## config.mk

```make
export PLATFORM = sky130hd
export DESIGN_NAME = wsp_div
export DESIGN_NICKNAME = d
export VERILOG_FILES = /design/src/design/wsp_pkg.sv /design/src/design/wsp_div.sv
export SDC_FILE = /design/constraint.sdc
export NUM_CORES = 1
export LEC_CHECK = 0
export BUFFER_PORTS_ARGS = -buffer_cell sky130_fd_sc_hd__buf_2
export CAP_MARGIN = 40
export CORE_MARGIN = 1
export CORE_UTILIZATION = 50
export DETAILED_ROUTE_END_ITERATION = 12
export GPL_ROUTABILITY_DRIVEN = 0
export MAX_ROUTING_LAYER = met4
export PLACE_DENSITY = 0.84
export SYNTH_ARGS = -nofsm -noshare
export SYNTH_HDL_FRONTEND = slang
export SYNTH_SLANG_ARGS = --single-unit
export TNS_END_PERCENT = 10
```

## constraint.sdc

```tcl
create_clock -name clk -period 5.08 [get_ports clk]
set_input_delay 0.254 -clock clk [delete_from_list [all_inputs] [get_ports clk]]
set_output_delay 0.254 -clock clk [all_outputs]
set_load 0.05 [all_outputs]
```

## src/design/wsp_pkg.sv

```systemverilog
package wsp_pkg;

	localparam int NumStats  = 8;
	localparam int MaxWindow = 256;
	localparam int IdW       = 3;
	localparam int SlotW     = 8;
	localparam int LenW      = 9;
	localparam int AddrW     = IdW + SlotW;
	localparam int SumW      = 40;

	localparam logic [2:0] CMD_UPDATE = 3'd0;
	localparam logic [2:0] CMD_FRAME  = 3'd1;
	localparam logic [2:0] CMD_PREV   = 3'd2;
	localparam logic [2:0] CMD_PCT    = 3'd3;
	localparam logic [2:0] CMD_AVG    = 3'd4;

	localparam logic [0:0] REG_WINDOW_LENGTH  = 1'd0;
	localparam logic [0:0] REG_PROFILING_MODE = 1'd1;

	typedef struct packed {
		logic [2:0]  command;
		logic [2:0]  stat_id;
		logic [31:0] sample_time;
		logic [9:0]  percentile_tenths;
	} in_item_t;

	typedef struct packed {
		logic [31:0] read_value;
		logic        profiling_done;
	} out_item_t;

endpackage

```

## src/design/wsp_div.sv

```systemverilog
// restoring divider, one quotient bit per cycle
module wsp_div (
	input  logic                         clk,
	input  logic                         arst_n,
	input  logic                         start,
	input  logic [wsp_pkg::SumW-1:0]     dividend,
	input  logic [wsp_pkg::LenW-1:0]     divisor,
	output logic                         done,
	output logic [wsp_pkg::SumW-1:0]     quotient
);
	logic [wsp_pkg::SumW-1:0] q_q;
	logic [wsp_pkg::LenW:0]   rem_q;
	logic [wsp_pkg::LenW-1:0] div_q;
	logic [5:0]               cnt_q;
	logic                     busy_q;
	logic                     done_q;
	logic [wsp_pkg::LenW:0]   trial;
	logic [wsp_pkg::LenW+1:0] diff;

	assign trial = {rem_q[wsp_pkg::LenW-1:0], q_q[wsp_pkg::SumW-1]};
	assign diff  = {1'b0, trial} - {2'b00, div_q};

	always_ff @(posedge clk or negedge arst_n) begin
		if (!arst_n) begin
			busy_q <= 1'b0;
			done_q <= 1'b0;
			cnt_q  <= '0;
		end else begin
			done_q <= 1'b0;
			if (start) begin
				busy_q <= 1'b1;
				cnt_q  <= 6'(wsp_pkg::SumW);
			end else if (busy_q) begin
				cnt_q <= cnt_q - 6'd1;
				if (cnt_q == 6'd1) begin
					busy_q <= 1'b0;
					done_q <= 1'b1;
				end
			end
		end
	end

	always_ff @(posedge clk) begin
		if (start) begin
			q_q   <= dividend;
			rem_q <= '0;
			div_q <= divisor;
		end else if (busy_q) begin
			if (!diff[wsp_pkg::LenW+1]) begin
				rem_q <= diff[wsp_pkg::LenW:0];
				q_q   <= {q_q[wsp_pkg::SumW-2:0], 1'b1};
			end else begin
				rem_q <= trial;
				q_q   <= {q_q[wsp_pkg::SumW-2:0], 1'b0};
			end
		end
	end

	assign done     = done_q;
	assign quotient = q_q;
endmodule
```

Yosys cells after proc, flatten, opt, wreduce, memory -nomap -nowiden --
Cells that the tools add are included. Widths: inputs -> output; s select.
Word-level totals: output and inout bits 41, word-level logic and storage cells 22, flip-flop bits (word level) 66, input port bits 52
Operators by class: add/sub/neg operators 2, reduce and logical (&&, ||, !) cells 1, multiplexer cells 12, equal/unequal tests 1
Operator list (count):
- $mux 40 | 2
- $mux 6 | 2
- $sub 10x9->11 | 1
- $mux 9 | 1
- $mux 1 | 7
- $eq 6x1->1 const B | 1
- $sub 6x1->6 const B | 1
- $reduce_bool 2->1 | 1

Depth between registers and ports, before layout --
depth in word-level cells 4, mapped depth 10, depth with buffers taken out 9

Worst setup path after synthesis --
Ideal clock, no wire load.
path type register to register, from register q_q (netlist bit quotient[39]), to register q_q (netlist bit quotient[0]), data pin, library setup time 0.260 ns, period minus slack after synthesis 2.497 ns, stages on the path, launching flop included 11, slack 2.583 ns, buffers on the path 1, required time 4.820 ns, data arrival time 2.237 ns, cell sequence edfxtp_1 inv_1 ha_1 inv_1 fa_1 a21o_1 nand3_1 a21oi_1 or2_1 clkbuf_1 mux2_2
On the way: word-level cells in the longest chain between the ends 4
RTL lines:
- from (decl) | RTL line wsp_div.sv:11 | logic [wsp_pkg::SumW-1:0] q_q;
- from (signal assigned) | RTL line wsp_div.sv:45 | q_q <= dividend;
- from (signal assigned) | RTL line wsp_div.sv:51 | q_q <= {q_q[wsp_pkg::SumW-2:0], 1'b1};
- from (signal assigned) | RTL line wsp_div.sv:54 | q_q <= {q_q[wsp_pkg::SumW-2:0], 1'b0};
- $sub 10x9->11 | RTL line wsp_div.sv:21 | assign diff = {1'b0, trial} - {2'b00, div_q};
- $mux 1 | RTL line wsp_div.sv:49 | if (!diff[wsp_pkg::LenW+1]) begin
- $mux 40 | RTL line wsp_div.sv:48 | end else if (busy_q) begin
- $mux 40 | RTL line wsp_div.sv:44 | if (start) begin
No other way between the ends. The select of a mux whose other input is x is not followed. A chain may end at the register's enable or synchronous reset.

Worst setup path after layout --
Same ends and word-level chain as after synthesis.

==> metrics.txt <==
share of layout cells above drive strength 1=44.6%; Yosys top cell by area=edfxtp_1; R2R Path Start=quotient[39]$_DFFE_PP_; sequential share of the synthesized area=58.4%; Synth Cell Area=~0.0032 mm^2; first-pass GRT wire length=between 10000 and 15000 um; post-CTS setup buffer count=0; hold slack=between 70 and 80 ps; TritonCTS clock tree=built; Mean Syn Cell Area=13.1 um^2; Final period util=50.5%; DRC viols=0; XOR/XNOR Fraction of Synth Area=2.21%; CTS buffer count=9; H-tree depth=3; CP dominant cell by count=inv_1; ranking of synthesized cells by area=edfxtp_1 46%, mux2_2 14%, dfrtp_1 6.3%; design area=about 0.0039 mm^2; Starting DRT DRC Count=between 150 and 200; maximum VDD drop=~0.26 mV; critical path endpoint=quotient[0]$_DFFE_PP_; largest net degree at the start of global routing=59; Seq cells post-synth=between 60 and 70; later-pin clock latency in the skew report=350 ps; mux cell area share after synthesis=approximately 15%; net count after synthesis=306; pins over their slew limit=0; GRT Overall Usage=22.4%; Fmax=approximately 390 MHz; status=complete, no violations; Post-Synth Adder-Cell Area=4.97%; pre-CTS setup slack=between 2000 and 3000 ps; pwr dens=between 400 and 500 mW/mm^2; I/O Buffers=between 90 and 100; most frequent cells after synthesis=49 x edfxtp_1, 40 x mux2_2, 18 x nor2_1; CP startpoint kind=register; Total Wirelength=around 6600 um; share of the synthesized area in the top cell type=approximately 46%; Final Setup Violations=0; CP cell instances=inv_1, ha_1, inv_1, fa_1, a21o_1, nand3_1, a21oi_1, or2_1, mux2_2; Core ar.=between 0.006 and 0.007 mm^2; Leak=1.74 nW; Net Sw Frac=between 30% and 40%; combinational family with the most area after synthesis=multiplexers; share of power burned in registers=41.6%; Starting Density=between 50% and 60%; Max-Cap Viols=0; first-pass iteration count of the detailed router=4; number of I/O pins=slightly above 90; DRT antenna net count=0; ANT cells=0; CP startpoint=quotient[39]$_DFFE_PP_; cell with the most instances after synthesis=edfxtp_1; Sink Count=66; area grow syn2layout=23.4%; Die X=81.6 um; detailed placer's ending HPWL=approximately 4500 um; post-synth cell types=48; cell family with most CP delay=adder cells; Avg WL per Cell=15.8 um; Final Hold Vio Count=0; cts hold-fix bufs=1; row cnt=28; DIE AREA=about 0.0067 mm^2; switching power total=637 uW; Clock Root Buffer=clkbuf_8; internal cell power=1.12 mW; initial antenna violation count=0; Comb pwr share=roughly a third; Worst-path clk slew=about 80 ps; clk_skew=about 12 ps; EDFF count, synth=between 40 and 50; Most used DFF post-synth=edfxtp_1; vias in the first global route=~2200; Max stage delay on crit path=roughly 400 ps; worst r2r path cells=9; relative slew slack=approximately 49%; worst reg-to-reg setup slack=approximately 2500 ps; reg2reg end=quotient[0]$_DFFE_PP_; Post-Place Cell Area=about 0.0037 mm^2; total grt overflow=0; Final nets=400; cells after synthesis=between 200 and 250; clock power share=about a quarter; Simple-Gate Fraction of Synth Area=around 7%; Hold WC Path Type=in2reg; setup ws final=2510 ps; Synth Warn #=0; Buf/Inv on CP=2; Die Span Y=about 80 um; Worst path depth=9; CTS Buffer Depth=2; total number of vias=about 2300; ys async rst share=about an eighth; Slowest cell on crit path=edfxtp_1; Compound-Gate Fraction of Synth Area=approximately 9.1%; critical path data required time=slightly above 5000 ps; Tmin final=roughly 2600 ps; post-CTS sizing=0; CP Capture Type=register; vias per cell=5.46; Placed Instances=~400; Arr. time, crit path=2660 ps; crit path max fanout=11; RSZ-0062 raised after global routing=false; Final Non-Filler Cells=roughly 420; TNS Setup=0 ps; kind of critical path=reg2reg; Worst-Margin Slew=between 700 and 800 ps
layer usage:
layer | global-route usage (%) | vias to the layer above | share of wire [%]
li1 | - | 1099 | -
met1 | 28.6 | 1071 | 44
met2 | 34.1 | 93 | 49
met4 | 8.42 | 0 | 1.4
met3 | 6.00 | 9 | 6.1
met5 | - | - | 0
per-stage QoR:
| stage | util, % | total power [mW] |
|---|---|---|
| detailed placement | 61.4 | 1.31 |
| global placement | 61.1 | 1.30 |
| global route | 64.9 | 1.85 |
| finish | 64.9 | 1.76 |
| floorplan | - | 1.19 |
| CTS | 64.9 | 1.77 |
cell families after synthesis:
group	count (synthesis)
AOI/OAI and AO/OA	38
muxes	41
adders and majority gates	12
xor gates and xnor gates	8
buffers and inverters	29
DFF	66
and+or+nand+nor	48
layout make-up:
cell class | instances | area (um^2)
Inverter | 17 | 63.8
Multi-Input combinational cell | 147 | 1200
Tap cell | 75 | 93.8
Sequential cell | 66 | 1850
Clock buffer | 10 | 128
Timing Repair Buffer | 95 | 498
Fill cell | 457 | 2110
Clock inverter | 6 | 73.8
state kept, by name (all words and copies together) (netlist names):
register	flops
quotient	40
div_q	9
rem_q	9
cnt_q	6
busy_q	1
done	1
power groups by stage:
stage	logic (mW)	registers, mW	clock network, mW
2_1_floorplan	0.324	0.865	0
3_3_place_gp	0.559	0.738	0
3_5_place_dp	0.571	0.739	0
4_1_cts	0.577	0.731	0.463
5_1_grt	0.624	0.740	0.481
6_report	0.575	0.731	0.451
layout by cell type, fill, tap and decap left out, types with 3 or more instances in the layout:
| master | instances |
|---|---|
| xnor2_1 | 4 |
| o21ai_0 | 5 |
| dfxtp_1 | 9 |
| dfrtp_1 | 8 |
| ha_1 | 11 |
| a21oi_1 | 6 |
| xor2_1 | 4 |
| nor3_1 | 4 |
| a311oi_1 | 3 |
| nand2_1 | 9 |
| mux2_2 | 40 |
| clkbuf_8 | 9 |
| buf_2 | 92 |
| nor2_1 | 18 |
| nor4_1 | 4 |
| inv_6 | 3 |
| inv_1 | 17 |
| edfxtp_1 | 49 |
| nand3_1 | 4 |
worst min path at each step:
stage,start,end,cells after the start
after floorplan,arst_n,busy_q$_DFF_PN0_,0
after global placement,arst_n,done$_DFF_PN0_,1
after detailed placement,arst_n,done$_DFF_PN0_,1
after CTS,divisor[0],div_q[0]$_DFFE_PP_,1
after global routing,divisor[0],div_q[0]$_DFFE_PP_,1
final,divisor[0],div_q[0]$_DFFE_PP_,1
Power figures use the tool's default switching activity.
